===== config.mk =====
export PLATFORM = sky130hd
export DESIGN_NAME = lrc_fifo
export DESIGN_NICKNAME = d
export VERILOG_FILES = /design/src/rtl/lrc_fifo.sv
export SDC_FILE = /design/constraint.sdc
export NUM_CORES = 1
export LEC_CHECK = 0
export BUFFER_PORTS_ARGS = -buffer_cell sky130_fd_sc_hd__buf_2
export CAP_MARGIN = 25
export CORE_MARGIN = 3
export CORE_UTILIZATION = 55
export CTS_BUF_LIST = sky130_fd_sc_hd__clkbuf_2
export DETAILED_ROUTE_END_ITERATION = 7
export PLACE_DENSITY = 0.84
export SLEW_MARGIN = 30
export SYNTH_ARGS = -nofsm -noshare
export SYNTH_HDL_FRONTEND = slang
export SYNTH_SLANG_ARGS = --single-unit

===== constraint.sdc =====
create_clock -name clk -period 3.1 [get_ports clk]
set_input_delay 0 -clock clk [delete_from_list [all_inputs] [get_ports clk]]
set_output_delay 0 -clock clk [all_outputs]
set_load 0.02 [all_outputs]

===== src/rtl/lrc_fifo.sv =====
`default_nettype none

module lrc_fifo #(
	parameter int WIDTH = 8,
	parameter int DEPTH = 2
) (
	input  wire logic             clk,
	input  wire logic             arst_n,
	input  wire logic             wr_en,
	input  wire logic [WIDTH-1:0] wr_data,
	output logic                  full,
	input  wire logic             rd_en,
	output logic [WIDTH-1:0]      rd_data,
	output logic                  empty
);

	localparam int PTR_W = (DEPTH > 1) ? $clog2(DEPTH) : 1;
	localparam int CNT_W = $clog2(DEPTH + 1);

	logic [WIDTH-1:0] mem_q [DEPTH];
	logic [PTR_W-1:0] wr_ptr_q;
	logic [PTR_W-1:0] rd_ptr_q;
	logic [CNT_W-1:0] cnt_q;

	assign full    = (cnt_q == CNT_W'(DEPTH));
	assign empty   = (cnt_q == '0);
	assign rd_data = mem_q[rd_ptr_q];

	always_ff @(posedge clk) begin
		if (wr_en) begin
			mem_q[wr_ptr_q] <= wr_data;
		end
	end

	always_ff @(posedge clk or negedge arst_n) begin
		if (!arst_n) begin
			wr_ptr_q <= '0;
			rd_ptr_q <= '0;
			cnt_q    <= '0;
		end else begin
			if (wr_en) begin
				wr_ptr_q <= (wr_ptr_q == PTR_W'(DEPTH - 1)) ? '0 : wr_ptr_q + PTR_W'(1);
			end
			if (rd_en) begin
				rd_ptr_q <= (rd_ptr_q == PTR_W'(DEPTH - 1)) ? '0 : rd_ptr_q + PTR_W'(1);
			end
			if (wr_en && !rd_en) begin
				cnt_q <= cnt_q + CNT_W'(1);
			end else if (rd_en && !wr_en) begin
				cnt_q <= cnt_q - CNT_W'(1);
			end
		end
	end

endmodule

`default_nettype wire


### Yosys cells after proc, flatten, opt, wreduce, memory -nomap -nowiden

Memories as Yosys holds them, arrays and structs flattened.
Cells that the tools add are included.

| cells by class | value |
|---|---|
| $add $sub $neg | 4 |
| equality and inequality tests | 1 |
| muxes and demuxes | 6 |
| reductions and logical operators | 6 |

Operators with widths:

| operator | number |
|---|---|
| 1-bit two-way mux | 4 |
| 2-bit two-way mux | 2 |
| 1-bit adder (second input constant) | 2 |
| 2-bit by 1-bit adder with 2-bit output (second input constant) | 1 |
| 2-bit equality test (second input constant) | 1 |
| 1-bit logical AND | 2 |
| 1-bit zero test | 2 |
| 2-bit zero test | 1 |
| 2-bit nonzero test | 1 |
| 2-bit by 1-bit subtractor with 2-bit output (second input constant) | 1 |

| word-level totals | value |
|---|---|
| bits in registers | 4 |
| RAM bits | 16 |
| input bits | 12 |
| output and inout port bits | 10 |
| logic and storage cells | 21 |
| memories | 1 |

Memories:

| memory | words | width | rd ports | clocked after memory_dff | wr ports | line | source |
|---|---|---|---|---|---|---|---|
| mem_q | 2 | 8 | 1 | 0 | 1 | 20 | `logic [WIDTH-1:0] mem_q [DEPTH];` |

### Logic depth before layout (Yosys ltp)

Gate-level depths: netlist of run 1.

| depth | value |
|---|---|
| word-level depth | 4 |
| gate-level depth with buffers | 5 |
| mapped depth without buffers | 5 |

### Least setup slack after synthesis of run 1

OpenSTA, ideal clock, no wires.

| path | value |
|---|---|
| path kind | flip-flop to flip-flop |
| from | reg wr_ptr_q |
| to | mem mem_q[0][0], enable pin |
| library setup time | 0.373 ns |
| arrival | 0.789 ns |
| required time | 2.727 ns |
| path slack | 1.938 ns |
| cell stages (with the launch flop) | 2 |
| path buffers | 0 |
| clock period less this slack | 1.162 ns |
| path through | dfrtp_1 -> nor2b_1 |

RTL lines:

| item | line | source |
|---|---|---|
| start, declared | 21 | `logic [PTR_W-1:0] wr_ptr_q;` |
| start signal, assigned | 42 | `wr_ptr_q <= (wr_ptr_q == PTR_W'(DEPTH - 1)) ? '0 : wr_ptr_q + PTR_W'(1);` |
| end, declared | 20 |  |

No word-level cell before the write port.

### Worst setup path in the final report of run 1

| path | value |
|---|---|
| from | reg rd_ptr_q |
| to | out rd_data[7] |

| between the ends | value |
|---|---|
| cells in the longest elaborated chain, start to end | 1 |

Ends and longest elaborated chain:

| item | line | source |
|---|---|---|
| start, declared | 22 | `logic [PTR_W-1:0] rd_ptr_q;` |
| start signal, assigned | 45 | `rd_ptr_q <= (rd_ptr_q == PTR_W'(DEPTH - 1)) ? '0 : rd_ptr_q + PTR_W'(1);` |
| memory 2 x 8 bit | -- |  |
| end, declared | 13 | `output logic [WIDTH-1:0] rd_data,` |

Every way passes these cells.

==> impl_metrics.yaml, run 1 <==
outcome:
  status: "completed"
layout:
  diodes: 0
  nFillCells: 62
  drive_gt1_frac: 0.429
  final_nets: 91
  syn_to_final_growth_pct: 32.5
route:
  drt_iter0_drc: 10
  wire_per_inst_um: 16.8
  routed_via_density: 5.05
  drtPass1Iterations: 4
  ant_nets: 0
  route.detailed.drc: 0
  routed_wirelength_um: 1530
  vias: 460
power_and_ir_drop:
  leakage_nw: 0.424
  pwr-share-clk: 0.131
  switchingPower_mw: 0.287
  netSwitchingFraction: 0.355
  power.internal_mw: 0.521
  powerDensity_nw_per_um2: 791
  share_seq_of_total_power: 0.521
  ir_drop_mv: 0.692
  combPwrFrac: 0.348
worst_setup_path:
  cp.depth: 2
  cp-start-kind: "flip-flop"
  crit_fanout: 9
  slowest_stage: "dfrtp_1"
  r2r_start: "wr_ptr_q$_DFFE_PN0P_"
  end_kind: "output pin"
  arrival_ns: 1.47
  reg2regPathDepth: 1
  cp.buffers_inverters: 1
  slowest_delay_ns: 0.62
  criticalPathCategory: "reg -> out"
  rrSetupSlack_ns: 1.69
  crit_required_ns: 3.10
  cp_cell_sequence: "mux2_2, buf_2"
  crit_family: "flip-flops"
  rr_endpoint: "mem_q[0][2]$_DFFE_PP_"
place:
  pre_cts_slack_ns: 1.80
  gp_congestion: 0.698
  portBuffers: 21
  hpwl_um: 764
logic_synthesis:
  syn_inst: 41
  ys_seq_area_frac: 0.753
  synth.net_count: 54
  synth_area_um2: 771
  synthDistinctLibCells: 12
  ys_warn_count: 0
  synthTopCellsByArea: "edfxtp_1 (62%), dfrtp_1 (13%), mux2_2 (12%), xor2_1 (4.5%), ha_1 (1.6%)"
  synth_largest_area_cell: "edfxtp_1"
  syn_area_per_cell_um2: 18.8
  synth.top_cell.area_share: 0.623
  synth_seq_cells: 20
timing:
  final.setup.tns_ns: 0
  rsz0062_at_grt: "no"
  min_period_over_period: 0.474
  period_needed_ns: 1.47
  final_hold_viol_count: 0
  relSlewSlack: 0.495
  max_freq_mhz: 680
  tightest_slew_ns: 0.756
  setup_violations: 0
  slew_viol_final: 0
  finClkSkew_ns: 0.0144
  worst_slack_ns: 1.63
global_route:
  grt_max_degree: 12
  antenna_found_initial: 0
  met1_usage: 0.225
  use_met3: 0.0498
  grt_pass1_vias: 490
  grt_pass1_wl_um: 2360
  grt_use_total: 0.179
  grt.busiest_layer: "met2"
  use_met2: 0.310
  grt-ovfl-total: 0
floorplanning:
  die_w_um: 43.4
  initial_core_util: 0.642
  design.core.area_um2: 1200
  die_h_um: 43.4
  rows: 12
  io_pins: 22
  die_area_um2: 1890
hold_path:
  min_from: "wr_data[6]"
  min_path_cells: 2
  min_path_type: "in -> reg"
  min_to: "mem_q[0][6]$_DFFE_PP_"
run:
  cap_violations: 0
clock_network:
  clockRootBuffer: "clkbuf_2"
  cts_made_buffers: 3
  postCtsSetupBuffers: 0
  clkSlewWorstSetupHoldPaths_ns: 0.19
  cts_tree: "done"
  clock_latency_ns: 0.32
  htreeDepth: 1
  cts.sinks: 20
  clk_path_buf_depth: 2
layer usage:
layer / up-vias / wire (um)
li1: 220 / -
met1: 220 / 648
met2: 18 / 815
met3: 2 / 54
met4: 0 / 8
met5: - / 0
cell usage after synthesis (all sizes together):
library cell  instances
xor2                  4
mux2                  8
xnor2                 1
and2b                 1
inv                   1
and2                  1
nor2b                 1
nor2                  2
buf                   1
edfxtp               16
dfrtp                 4
ha                    1
registers in the layout, summed over array words and instances (netlist names):
register / cells
mem_q: 16
cnt_q: 2
rd_ptr_q: 1
wr_ptr_q: 1
cell families (layout without fill, tap and decap cells):
kind of cell / count (synthesis) / after routing / synth area share
flops: 20 / 20 / 0.753
simple gates: 5 / 5 / 0.0374
buf+inv: 2 / 38 / 0.0195
fa+ha+maj: 1 / 1 / 0.0162
xor+xnor: 5 / 5 / 0.0568
mux: 8 / 8 / 0.117
repair_timing:
item                       4_1_cts  5_1_grt
resized for setup                0        0
setup endpoints to repair        0        0
hold endpoints to repair        22        1
hold buffers                    11        1
layout make-up:
type / instances / area [um2] / area share
Sequential cell: 20 / 581 / 0.569
Timing Repair Buffer: 33 / 225 / 0.221
Multi-Input combinational cell: 19 / 175 / 0.172
Tap cell: 14 / 17.5 / 0.0172
Clock buffer: 3 / 15.0 / 0.0147
Clock inverter: 1 / 3.75 / 0.00368
Inverter: 1 / 3.75 / 0.00368
placed cells by master, fill, tap and decap left out:
cell and n:
and2b_2 1, xnor2_1 1, and2_1 1, nor2_1 2, xor2_1 4, dfrtp_1 4, clkinv_1 1, clkbuf_2 3
dlygate4sd3_1 12, ha_1 1, edfxtp_1 16, buf_2 21, nor2b_1 1, mux2_2 8, inv_1 1
how the worst max path moves through the flow:
stage,start,to
finish,rd_ptr_q$_DFFE_PN0P_,rd_data[7]
CTS,rd_ptr_q$_DFFE_PN0P_,rd_data[7]
global placement,wr_ptr_q$_DFFE_PN0P_,mem_q[0][0]$_DFFE_PP_
detailed placement,wr_ptr_q$_DFFE_PN0P_,mem_q[0][0]$_DFFE_PP_
global route,rd_ptr_q$_DFFE_PN0P_,rd_data[2]
floorplan,wr_ptr_q$_DFFE_PN0P_,mem_q[0][0]$_DFFE_PP_
power by group through the flow:
stage	sequential [mW]	combinational (mW)	clock (mW)
floorplan	0.394	0.221	0
global placement	0.418	0.259	0
detailed placement	0.421	0.263	0
CTS	0.415	0.275	0.0989
global route	0.428	0.300	0.117
finish	0.421	0.281	0.106
through the flow:
stage | cells | power (mW) | instance area [um2] | utilization | hold WS [ns]
detailed placement | 75 | 0.685 | 882 | 0.734 | -0.185
floorplan | 41 | 0.615 | 771 | - | -0.296
finish | 91 | 0.807 | 1020 | 0.850 | 0.398
global route | 91 | 0.845 | 1020 | 0.850 | 0.376
global placement | 75 | 0.677 | 882 | 0.734 | -0.190
CTS | 90 | 0.789 | 1010 | 0.842 | 0.00340
No activity file was read; power rests on OpenSTA's default activity.
==> inputs of run 2 (changes only) <==
--- a/config.mk
+++ b/config.mk
@@ -8,10 +8,10 @@
 export BUFFER_PORTS_ARGS = -buffer_cell sky130_fd_sc_hd__buf_2
 export CAP_MARGIN = 25
 export CORE_MARGIN = 3
-export CORE_UTILIZATION = 55
+export CORE_UTILIZATION = 52
 export CTS_BUF_LIST = sky130_fd_sc_hd__clkbuf_2
 export DETAILED_ROUTE_END_ITERATION = 7
-export PLACE_DENSITY = 0.84
+export PLACE_DENSITY = 0.8
 export SLEW_MARGIN = 30
 export SYNTH_ARGS = -nofsm -noshare
 export SYNTH_HDL_FRONTEND = slang
==> constraint.sdc (replaced) <==
create_clock -name clk -period 1.5 [get_ports clk]
set_input_delay 0 -clock clk [delete_from_list [all_inputs] [get_ports clk]]
set_output_delay 0 -clock clk [all_outputs]
set_load 0.02 [all_outputs]
==> run 2 against run 1 <==
Against the previous run:
- non-clock buffer count grew 2
- sequential share of layout area shrank 0.84 points
- worst setup slack lost 1.5 ns
- sequential cell count is the same
- wire length shrank 11%
- global-route usage is essentially flat
- hold slack gained 0.024 ns
==> impl_metrics.yaml, run 2 (synthesis results as in run 1) <==
floorplanning:
  die_area_um2: 1980
  die_h_um: 44.5
  die_w_um: 44.5
  io_pins: 22
  design.core.area_um2: 1350
  rows: 13
  initial_core_util: 0.571
layout:
  mostFrequentLayoutCell: "buf_2"
  register_area_um2: 582
  diodes: 0
  syn_to_final_growth_pct: 34.7
  drive_gt1_frac: 0.456
  top_register: "mem_q"
  reg.largest.list: "mem_q (16), cnt_q (2)"
  final_cell_mix: "buf_2 (21), edfxtp_1 (16), dlygate4sd3_1 (12)"
  largest_reg_flops: 16
  nFillCells: 89
  multi_input_area_um2: 175
  final_nets: 93
timing:
  period_needed_ns: 1.34
  final.setup.tns_ns: 0
  slew_viol_final: 0
  max_freq_mhz: 748
  finClkSkew_ns: 0.00574
  relSlewSlack: 0.746
  holdWs_ns: 0.422
  min_period_over_period: 0.891
  tightest_slew_ns: 0.380
  setup_violations: 0
  rsz0062_at_grt: "no"
  final_hold_viol_count: 0
power_and_ir_drop:
  leakage_nw: 0.434
  share_seq_of_total_power: 0.517
  switchingPower_mw: 0.572
  fin_total_pwr_mw: 1.67
  combPwrFrac: 0.363
  pwr-share-clk: 0.120
  power.internal_mw: 1.10
  ir_drop_mv: 0.971
  powerDensity_nw_per_um2: 1610
  netSwitchingFraction: 0.342
clock_network:
  clk_path_buf_depth: 2
  cts_tree: "done"
  clock_latency_ns: 0.29
  clkSlewWorstSetupHoldPaths_ns: 0.16
  postCtsSetupBuffers: 0
  cts_made_buffers: 3
  clockRootBuffer: "clkbuf_2"
  cts.sinks: 20
  htreeDepth: 1
route:
  vias: 455
  routed_via_density: 4.84
  route.detailed.drc: 0
  drt_iter0_drc: 0
  routed_wirelength_um: 1360
  drtPass1Iterations: 1
  ant_nets: 0
  wire_per_inst_um: 14.5
place:
  gp_congestion: 0.663
  portBuffers: 21
  hpwl_um: 936
worst_setup_path:
  rrSetupSlack_ns: 0.39
  cp-start-kind: "flip-flop"
  arrival_ns: 1.34
  end_kind: "output pin"
  criticalPathCategory: "reg -> out"
  crit_required_ns: 1.50
  crit_fanout: 9
global_route:
  grt-ovfl-total: 0
  grt_use_total: 0.179
  grt_pass1_vias: 512
  grt_max_degree: 12
  grt_pass1_wl_um: 2330
  antenna_found_initial: 0
hold_path:
  min_path_type: "in -> reg"
run:
  cap_violations: 0
outcome:
  status: "completed"
==> run 2: cell count changes in the layout (fill, tap and decap cells not counted) <==
cell	change
dfrtp_1	-1
dfrtp_2	+1
buf_4	+2
==> run 2: area by class of cell <==
cell class / count / share of cell area
Tap cell: 15 / 0.0181
Clock inverter: 1 / 0.00361
Sequential cell: 20 / 0.560
Timing Repair Buffer: 35 / 0.231
Clock buffer: 3 / 0.0145
Inverter: 1 / 0.00361
Multi-Input combinational cell: 19 / 0.169
==> run 2: worst paths after layout <==
path / from / end / cells past startpoint
min reg2reg: cnt_q[1]$_DFFE_PN0P_ / cnt_q[1]$_DFFE_PN0P_ / 1
max reg2reg: wr_ptr_q$_DFFE_PN0P_ / mem_q[1][5]$_DFFE_PP_ / 1
max in group asynchronous: arst_n / rd_ptr_q$_DFFE_PN0P_ / 3
min in group asynchronous: arst_n / cnt_q[0]$_DFFE_PN0P_ / 3
max: rd_ptr_q$_DFFE_PN0P_ / rd_data[4] / 2
min: wr_data[6] / mem_q[0][6]$_DFFE_PP_ / 2
==> run 2: critical path: stages, from the launching register on <==
cell and delay, ns:
dfrtp_2 0.52, mux2_2 0.37, buf_2 0.16
==> run 2: layer usage <==
| layer | global-route usage | vias to the layer above | share of wire |
|---|---|---|---|
| li1 | - | 222 | - |
| met1 | 0.174 | 218 | 0.38 |
| met2 | 0.327 | 15 | 0.58 |
| met3 | 0.0610 | 0 | 0.036 |
| met4 | 0.0904 | 0 | 0 |
| met5 | 0 | - | 0 |
==> run 2: power groups by stage <==
stage          Clock, mW  Combinational [mW]  Sequential, mW
6_report           0.199               0.606           0.863
5_1_grt            0.256               0.647           0.880
4_1_cts            0.213               0.605           0.863
3_5_place_dp           0               0.579           0.876
3_3_place_gp           0               0.558           0.864
2_1_floorplan          0               0.457           0.815
==> run 2: metrics by stage <==
stage,worst slack (ns),cells,util,area [um2]
floorplan,0.338,41,-,771
global placement,0.424,78,0.665,898
detailed placement,0.390,78,0.665,898
CTS,0.0201,94,0.768,1040
global route,0.0551,94,0.769,1040
finish,0.164,94,0.769,1040
==> run 2: repair_timing <==
action                     4_1_cts  5_1_grt
resized for setup                0        1
hold buffers                    12        0
setup endpoints to repair        0        8
hold endpoints to repair        22        0
