**config.mk**
```make
export PLATFORM = sky130hd
export DESIGN_NAME = lrc_front
export DESIGN_NICKNAME = d
export VERILOG_FILES = /design/src/rtl/lrc_pkg.sv /design/src/rtl/lrc_front.sv
export SDC_FILE = /design/constraint.sdc
export NUM_CORES = 1
export LEC_CHECK = 0
export BUFFER_PORTS_ARGS = -buffer_cell sky130_fd_sc_hd__buf_4
export CORE_AREA = 5 5 169 171
export DETAILED_ROUTE_END_ITERATION = 6
export DIE_AREA = 0 0 174 176
export PLACE_DENSITY = 0.41
export SYNTH_ARGS = -nofsm -noshare
export SYNTH_HDL_FRONTEND = slang
export SYNTH_SLANG_ARGS = --single-unit
```
**constraint.sdc**
```tcl
create_clock -name clk -period 2.7 [get_ports clk]
set_clock_uncertainty 0.05 [all_clocks]
set_input_delay 0.27 -clock clk [delete_from_list [all_inputs] [get_ports clk]]
set_output_delay 0.27 -clock clk [all_outputs]
set_load 0.05 [all_outputs]
```
**src/rtl/lrc_pkg.sv**
```systemverilog
`default_nettype none

package lrc_pkg;

	localparam int COORD_W    = 25;
	localparam int MASK_W     = 32;
	localparam int CNT_W      = 6;
	localparam int SLOT_W     = 5;
	localparam int RAD_W      = 24;
	localparam int NORM_SHIFT = 14;
	localparam int BT_W       = 28;
	localparam int PROD_W     = 2 * COORD_W;
	localparam int D_W        = 54;

	// Terrain patch extent: 512 units in Q16.8.
	localparam logic signed [BT_W-1:0] PATCH_EXTENT = 28'sd131072;

	typedef enum logic [1:0] {
		OP_LOAD    = 2'd0,
		OP_PLANE   = 2'd1,
		OP_BOX     = 2'd2,
		OP_TERRAIN = 2'd3
	} lrc_op_t;

	typedef logic signed [COORD_W-1:0] lrc_coord_t;

	typedef struct packed {
		lrc_coord_t x;
		lrc_coord_t y;
		lrc_coord_t z;
	} lrc_vec3_t;

	typedef struct packed {
		lrc_op_t           op;
		logic [MASK_W-1:0] mask;
		logic [CNT_W-1:0]  count;
		logic [SLOT_W-1:0] slot;
		logic              wr_en;
		lrc_vec3_t         a;
		lrc_vec3_t         b;
		lrc_coord_t        w;
	} lrc_cmd_t;

	typedef struct packed {
		logic [MASK_W-1:0] mask;
		logic              any;
	} lrc_res_t;

	typedef enum logic [1:0] {
		ST_IDLE  = 2'd0,
		ST_ISSUE = 2'd1,
		ST_DRAIN = 2'd2,
		ST_DONE  = 2'd3
	} lrc_state_t;

endpackage

`default_nettype wire

```
**src/rtl/lrc_front.sv**
```systemverilog
`default_nettype none

module lrc_front
	import lrc_pkg::*;
#(
	parameter int MAX_LIGHTS = 32
) (
	input  wire logic              clk,
	input  wire logic              arst_n,
	input  wire logic              push,
	output logic                   full,
	input  wire logic [1:0]        op,
	input  wire logic [MASK_W-1:0] mask_in,
	input  wire logic [SLOT_W-1:0] light_slot,
	input  wire lrc_vec3_t         vec_a,
	input  wire lrc_vec3_t         vec_b,
	input  wire lrc_coord_t        scalar_w,
	input  wire logic              cfg_we,
	input  wire logic [CNT_W-1:0]  cfg_wdata,
	output logic                   cmd_push,
	output lrc_cmd_t               cmd,
	input  wire logic              cmd_full
);

	logic [CNT_W-1:0]  light_count_q;
	logic [CNT_W-1:0]  eff_count;
	logic [MASK_W:0]   low_mask;
	lrc_op_t           op_dec;

	always_ff @(posedge clk or negedge arst_n) begin
		if (!arst_n) begin
			light_count_q <= '0;
		end else if (cfg_we) begin
			light_count_q <= cfg_wdata;
		end
	end

	assign full     = cmd_full;
	assign cmd_push = push && !cmd_full;
	assign op_dec   = lrc_op_t'(op);

	always_comb begin
		eff_count = (light_count_q > CNT_W'(MAX_LIGHTS)) ? CNT_W'(MAX_LIGHTS) : light_count_q;
		low_mask  = ((MASK_W+1)'(1) << eff_count) - (MASK_W+1)'(1);

		cmd.op    = op_dec;
		cmd.mask  = mask_in & low_mask[MASK_W-1:0];
		cmd.count = eff_count;
		cmd.slot  = light_slot;
		cmd.wr_en = (op_dec == OP_LOAD) && ({1'b0, light_slot} < CNT_W'(MAX_LIGHTS));
		cmd.a     = vec_a;
		cmd.b     = vec_b;
		// A load stores a negative radius as zero.
		cmd.w     = ((op_dec == OP_LOAD) && scalar_w[COORD_W-1]) ? '0 : scalar_w;
	end

endmodule

`default_nettype wire

```
# [Word level (Yosys, flattened, before mapping)]
# Cells that the tools add are included.
[op_classes] n_reduce_logical=4 n_mux=2 bitwise=1 n_lt_le_gt_ge=1 n_shift=1 addsub=1
[ops] op="32-bit AND" n=1
[ops] op="1-bit by 6-bit << shifter with 32-bit output, first input constant" n=1
[ops] op="32-bit by 2-bit subtractor with 32-bit output, second input constant" n=1
[ops] op="25-bit 2-to-1 mux" n=1
[ops] op="6-bit greater-than comparator, second input constant" n=1
[ops] op="6-bit 2-to-1 mux" n=1
[ops] op="1-bit logical AND" n=2
[ops] op="2-bit zero test" n=1
[ops] op="1-bit zero test" n=1
[totals] ff_bits=6 output_inout_bits=223 in_bits=225 wordCells=11

# [Depth between registers and ports, before layout]
# Gate-level depths: netlist of run 1.
[logic_depth] word_depth=5 depth_mapped=11 depth_no_buf=7

# [Worst setup path before layout of run 1]
# Ideal clock, no wire load.
[synth_path] kind="register to output" start="register light_count_q[1]" end="output cmd[215] (netlist name)" slack_ns=-1.245 required_ns=2.380 stages_incl_launch_ff=10 n_path_buf=4 t_arrival_ns=3.625 cell_sequence="dfrtp_1 buf_4 buf_2 nor2b_1 nand4b_1 ha_1 clkbuf_1 buf_2 o31ai_1 o21ai_0"
[synth_rtl] element="start, declared" line_no="lrc_front.sv:25" source="logic [CNT_W-1:0] light_count_q;"
[synth_rtl] element="start signal, assigned" line_no="lrc_front.sv:34" source="light_count_q <= cfg_wdata;"
[synth_rtl] element="end, declared" line_no="lrc_front.sv:21" source="output lrc_cmd_t cmd,"

==> results of run 1 <==
==> per-stage QoR <==
step / cells / hold slack [ps]
6_report: 681 / 215
5_1_grt: 681 / 232
4_1_cts: 681 / 221
3_5_place_dp: 677 / 30.1
3_3_place_gp: 677 / 29.9
2_1_floorplan: 354 / -75.6
==> kinds of logic after synthesis <==
logic type                 share of synthesized area
AOI/OAI and AO/OA                              0.149
xor gates and xnor gates                     0.00689
adders and majority gates                    0.00492
buffers and inverters                          0.516
DFF                                           0.0590
muxes                                         0.0177
and+or+nand+nor                                0.247
==> critical path, cell delays in order, from the launching register on <==
cell	delay, ps
dfrtp_2	460
nor3_2	200
nand4b_1	130
ha_1	270
buf_4	190
o31ai_2	70
xor2_1	300
and2_1	170
buf_4	190
==> per-layer routing <==
layer / GRT usage / wire (um) / share of wire
met3: 0.0739 / 2780 / 0.20
met4: 0.0294 / 502 / 0.036
met1: 0.0617 / 3530 / 0.25
met5: 0 / 0 / 0
met2: 0.155 / 7130 / 0.51
==> report_power, final <==
part / switching, uW / total (uW) / internal [uW] / leakage (uW)
clock: 48.1 / 238 / 190 / 0.0000370
combinational: 549 / 852 / 303 / 0.00121
sequential: 12.8 / 112 / 99.6 / 0.0000701
total: 610 / 1200 / 593 / 0.00132
==> timing repair <==
| item | CTS | global route |
|---|---|---|
| hold endpoints to repair | 6 | 0 |
| endpoints found under the setup margin | 0 | 2 |
| resized for setup | 0 | 3 |
| hold buffers | 1 | 0 |
==> Yosys cell counts (all sizes together) (4+ instances only) <==
master / count / share of area
nand3: 8 / 0.016
o21ai: 12 / 0.024
nor2: 10 / 0.015
nor3: 4 / 0.0098
clkbuf: 5 / 0.0074
mux2: 4 / 0.018
o21a: 8 / 0.024
a21oi: 7 / 0.014
dfrtp: 6 / 0.059
nand2: 18 / 0.027
and2: 7 / 0.017
a21boi: 8 / 0.024
inv: 5 / 0.0074
o31ai: 5 / 0.019
buf: 173 / 0.50
nor2b: 35 / 0.086
==> layout make-up <==
class	count	area [um2]	area share
timing repair buffer	161	1210	0.401
multi-input combinational	165	1140	0.377
tap	341	427	0.141
sequential	6	151	0.0501
clock buffer	3	75.1	0.0248
inverter	5	18.8	0.00621
==> worst min path at each step <==
stage | start | to | slack, ps | depth (start not counted)
after detailed placement | arst_n | light_count_q[3] | 30 | 1
after floorplan | arst_n | light_count_q[0] | -80 | 0
final | cfg_wdata[3] | light_count_q[3] | 220 | 3
after global routing | cfg_wdata[1] | light_count_q[1] | 230 | 2
after global placement | arst_n | light_count_q[3] | 30 | 1
after CTS | cfg_wdata[3] | light_count_q[3] | 220 | 3
==> impl_results.md, run 1 <==
* Status: complete, no violations
* Required time worst endpoint at 2380 ps
* Clock-pin slew on the worst setup and hold paths at 30 ps
* Worst slack, placed at between 300 and 400 ps
* Design Area, Final at 3020 um2
* Post-synth EDFFs at 0
* DP Area at approximately 2900 um2
* Die area at 30600 um2
* Pwr/cell area at 398 nW/um2
* Clock Latency Late Sink at between 200 and 250 ps
* Synth warnings at 0
* Routed via count at 2270
* Minimum clock period at roughly 2500 ps
* Reg-to-reg startpoint: light_count_q[3]
* First-pass GRT wire length at 18.5 mm
* Syn Inst Count at 354
* Fin util at 0.113
* Chip Width at 174 um
* Critical path capture point: cmd[213]
* Max reg flops at 6
* Setup violations, final at 0
* Number of diodes at 0
* Setup crit start: light_count_q[5]
* Core ar. at 26700 um2
* Post CTS Setup Buffer Count at 0
* Total congestion overflow at 0
* Final net count at 568
* Largest net degree at the start of global routing at 25
* Max-slew headroom at 0.686
* Initial cell density of the core at 0.0952
* Most frequent cells in the layout: buf_4, nor2b_1, nand2_1
* Area of the mapped netlist at roughly 2500 um2
* P_leak at between 0.001 and 0.0015 uW
* Initial antenna violation count at 0
* Commonest non-fill, non-tap cell in the layout: buf_4
* Die H at between 150 and 200 um
* DRC at 0
* Unrepaired setup endpoints after global routing: false
* Ports at 448
* DRT Pass-1 Iters at 7
* PortBufs at between 100 and 150
* Final Hold Viols at 0
* CTS Buffer Depth at 2
* Crit path DAT at between 2000 and 2500 ps
* CTS tree: built
* Fmax at 393 MHz
* Ys flop type: dfrtp_1
* Number of global-route vias before repair at about 2.4k
* R2R depth at 3
* Pins over their slew limit at 0
* Routed length per instance at approximately 20 um
* Inserted Clock Buffers at 3
* Critical Path End Type: primary output
* Max-Cap Viols at 0
* Mean Syn Cell Area at 7.19 um2
* Drt via density at between 3 and 4
* Biggest register: light_count_q
* Synth-to-Final Area Change at 18.8%
* Worst r2r dst: light_count_q[3]
* Biggest regs: light_count_q: 6 flops
* R2R Setup Slk at 1540 ps
* Post-DRT Antenna Nets at 0
* Global placer's final weighted congestion at 0.759
* Ratio of cells with drive above 1 in the final layout at 0.550
* Fillers at 3131
* Least-Margin Pin Slew at ~470 ps
* Hold Path Class: input port to flop
* Post-Synthesis Net Count at between 500 and 600
* Setup crit start kind: flop
* Post-DP HPWL at ~13 mm
* Yosys cell types at 51
* TNS Setup at 0 ps
* Post-Route WL at 13.9 mm
* Design Power at 1200 uW
* Async set or reset register ratio after synthesis at 1.00
* Period utilization at 0.944
* Final Worst Setup Slack at around 150 ps
* Clock Sinks at 6
* VDD IR max at about 160 uV
* Sequential element share of the synthesized area at 0.0590
* DRT iter0 DRCs at 64
* Site Rows at 60
* Total GRT Usage at 0.0839
* Crit Path Class: flop to primary output
* Synthesized flop and latch total at 6
* H-tree Lvls at 1
* CTS Root Cell: clkbuf_16
* Crit-path max FO at 9
(Power assumes the default switching activity.)
==> inputs of run 2 (changes only) <==
--- a/config.mk
+++ b/config.mk
@@ -6,10 +6,10 @@
 export NUM_CORES = 1
 export LEC_CHECK = 0
 export BUFFER_PORTS_ARGS = -buffer_cell sky130_fd_sc_hd__buf_4
-export CORE_AREA = 5 5 169 171
+export CORE_AREA = 5 5 173 175
 export DETAILED_ROUTE_END_ITERATION = 6
-export DIE_AREA = 0 0 174 176
-export PLACE_DENSITY = 0.41
+export DIE_AREA = 0 0 178 180
+export PLACE_DENSITY = 0.4
 export SYNTH_ARGS = -nofsm -noshare
 export SYNTH_HDL_FRONTEND = slang
 export SYNTH_SLANG_ARGS = --single-unit
==> constraint.sdc (replaced) <==
create_clock -name clk -period 3.2 [get_ports clk]
set_clock_uncertainty 0.05 [all_clocks]
set_input_delay 0.32 -clock clk [delete_from_list [all_inputs] [get_ports clk]]
set_output_delay 0.32 -clock clk [all_outputs]
set_load 0.05 [all_outputs]
==> run 2 against run 1 <==
- core utilization fell by 0.79 points
- power fell by 17%
- design area is 1.4% lower
- sequential power down 13%
- wire length grew 2.7%
- flip-flop and latch count unchanged
- cell count is 5.0% higher
- clock-buffer cell count is the same
- via count fell by 3.1%
==> impl_results.md, run 2 (synthesized netlist as in run 1, its figures left out) <==
* Commonest non-fill, non-tap cell in the layout: buf_4
* Critical Path End Type: primary output
* Fillers at 3293
* Worst slack, placed at 562 ps
* Die area at approximately 32000 um2
* Number of global-route vias before repair at around 2.3k
* Global placer's final weighted congestion at 0.746
* Worst Min Path Start: cfg_wdata[4]
* Max reg flops at 6
* CTS Root Cell: clkbuf_16
* R2R Setup Slk at 1880 ps
* Site Rows at 62
* Fmax at 350 MHz
* Min-Delay Path Depth at 2
* Clock Sinks at 6
* Post-DRT Antenna Nets at 0
* DRC at 0
* Number of diodes at 0
* PortBufs at 137
* Crit-path max FO at 11
* Period utilization at 0.893
* H-tree Lvls at 1
* Required time worst endpoint at 2830 ps
* Largest net degree at the start of global routing at 25
* Crit path DAT at 2490 ps
* Final Hold Viols at 0
* Initial cell density of the core at 0.0898
* DRT iter0 DRCs at 76
* CTS Buffer Depth at 2
* Reg-to-reg startpoint: light_count_q[2]
* Chip Width at 178 um
* Worst r2r dst: light_count_q[2]
* P_leak at 0.00127 uW
* Total congestion overflow at 0
* VDD IR max at 267 uV
* R2R depth at 3
* Routed length per instance at 20.0 um
* Clock Latency Late Sink at about 230 ps
* Setup violations, final at 0
* Hold Path Class: input port to flop
* Pwr/cell area at between 300 and 400 nW/um2
* Setup crit start kind: flop
* Crit Path Class: flop to primary output
* Least-Margin Pin Slew at 808 ps
* Unrepaired setup endpoints after global routing: false
* Routed via count at 2199
* Final net count at 559
* Ports at 448
* Design Power at 995 uW
* Biggest regs: light_count_q: 6 flops
* Post-Route WL at 14.3 mm
* Ratio of cells with drive above 1 in the final layout at 0.526
* Max-Cap Viols at 0
* Total GRT Usage at 0.0813
* Inserted Clock Buffers at 3
* Post CTS Setup Buffer Count at 0
* Pins over their slew limit at 0
* Minimum clock period at between 2000 and 3000 ps
* First-pass GRT wire length at 18.4 mm
* Most frequent cells in the layout: buf_4, nor2b_1, nand2_1
* Core ar. at 28300 um2
* Synth-to-Final Area Change at 17.1%
* Biggest register: light_count_q
* Initial antenna violation count at 1
* Hold-critical path endpoint: light_count_q[4]
* Die H at 180 um
* DRT Pass-1 Iters at 4
* Status: complete, no violations
* Max-slew headroom at 0.461
* CTS tree: built
* Final Worst Setup Slack at 343 ps
* Post-DP HPWL at 13.1 mm
* Drt via density at between 3 and 4
* Clock-pin slew on the worst setup and hold paths at 30 ps
run 2: cell types whose count changed in the layout (fill, tap and decap cells not counted):
cell,change
nor2b_2,+1
nor2b_4,-1
o21ai_1,+1
buf_4,-9
nor4_1,+1
dfrtp_1,+1
nor4_2,-1
o21ai_2,-1
nor2_2,-1
nor2_1,+1
dfrtp_2,-1
a311oi_2,+1
a311oi_4,-1
run 2: per-layer routing:
| layer | track usage | routed length, um | vias up | share of wire |
|---|---|---|---|---|
| li1 | - | - | 970 | - |
| met1 | 0.0577 | 3410 | 933 | 0.24 |
| met2 | 0.146 | 7110 | 242 | 0.50 |
| met3 | 0.0756 | 3250 | 52 | 0.23 |
| met4 | 0.0313 | 538 | 2 | 0.038 |
| met5 | 0 | 13 | - | 0.00091 |
run 2: critical path, cell delays in order (launching register included):
cell	delay, ps
dfrtp_1	420
buf_4	190
nor2_1	200
nand4b_1	140
ha_1	350
buf_4	230
buf_4	160
o31ai_1	110
nand4_1	170
o21ai_2	80
buf_4	210
run 2: power by group:
group	internal [uW]	total, uW	switching [uW]	leakage, uW
clock	160	203	42.4	0.0000370
combinational	241	695	454	0.00116
sequential	83.7	97.5	13.8	0.0000711
run 2: final cells by class:
cell class | count | area (um2) | area share
repair buffers | 152 | 1140 | 0.384
clock buffers | 3 | 75.1 | 0.0252
flip-flops and latches | 6 | 150 | 0.0504
inverters | 5 | 18.8 | 0.00630
well taps | 384 | 480 | 0.161
multi-input cells | 165 | 1110 | 0.373
run 2: worst max-delay path by stage:
stage / from / endpoint / slack [ps]
global route: light_count_q[1] / cmd[203] / 60
global placement: light_count_q[1] / cmd[213] / 590
CTS: light_count_q[1] / cmd[213] / 320
floorplan: light_count_q[1] / cmd[195] / -150
detailed placement: light_count_q[1] / cmd[213] / 560
finish: light_count_q[5] / cmd[217] / 340
run 2: timing repair:
item	CTS	global route
resized for setup	0	0
endpoints found under the hold margin	6	0
setup endpoints to repair	0	0
hold buffers	1	0
run 2: per-stage QoR:
step           TNS, ps  cells  utilization  hold WS, ps  area [um2]
3_3_place_gp         0    711        0.102         87.9        2890
3_5_place_dp         0    711        0.102         87.0        2890
6_report             0    715        0.105          277        2980
5_1_grt              0    715        0.105          278        2980
4_1_cts              0    715        0.105          277        2980
2_1_floorplan     -291    354            -        -25.6        2570
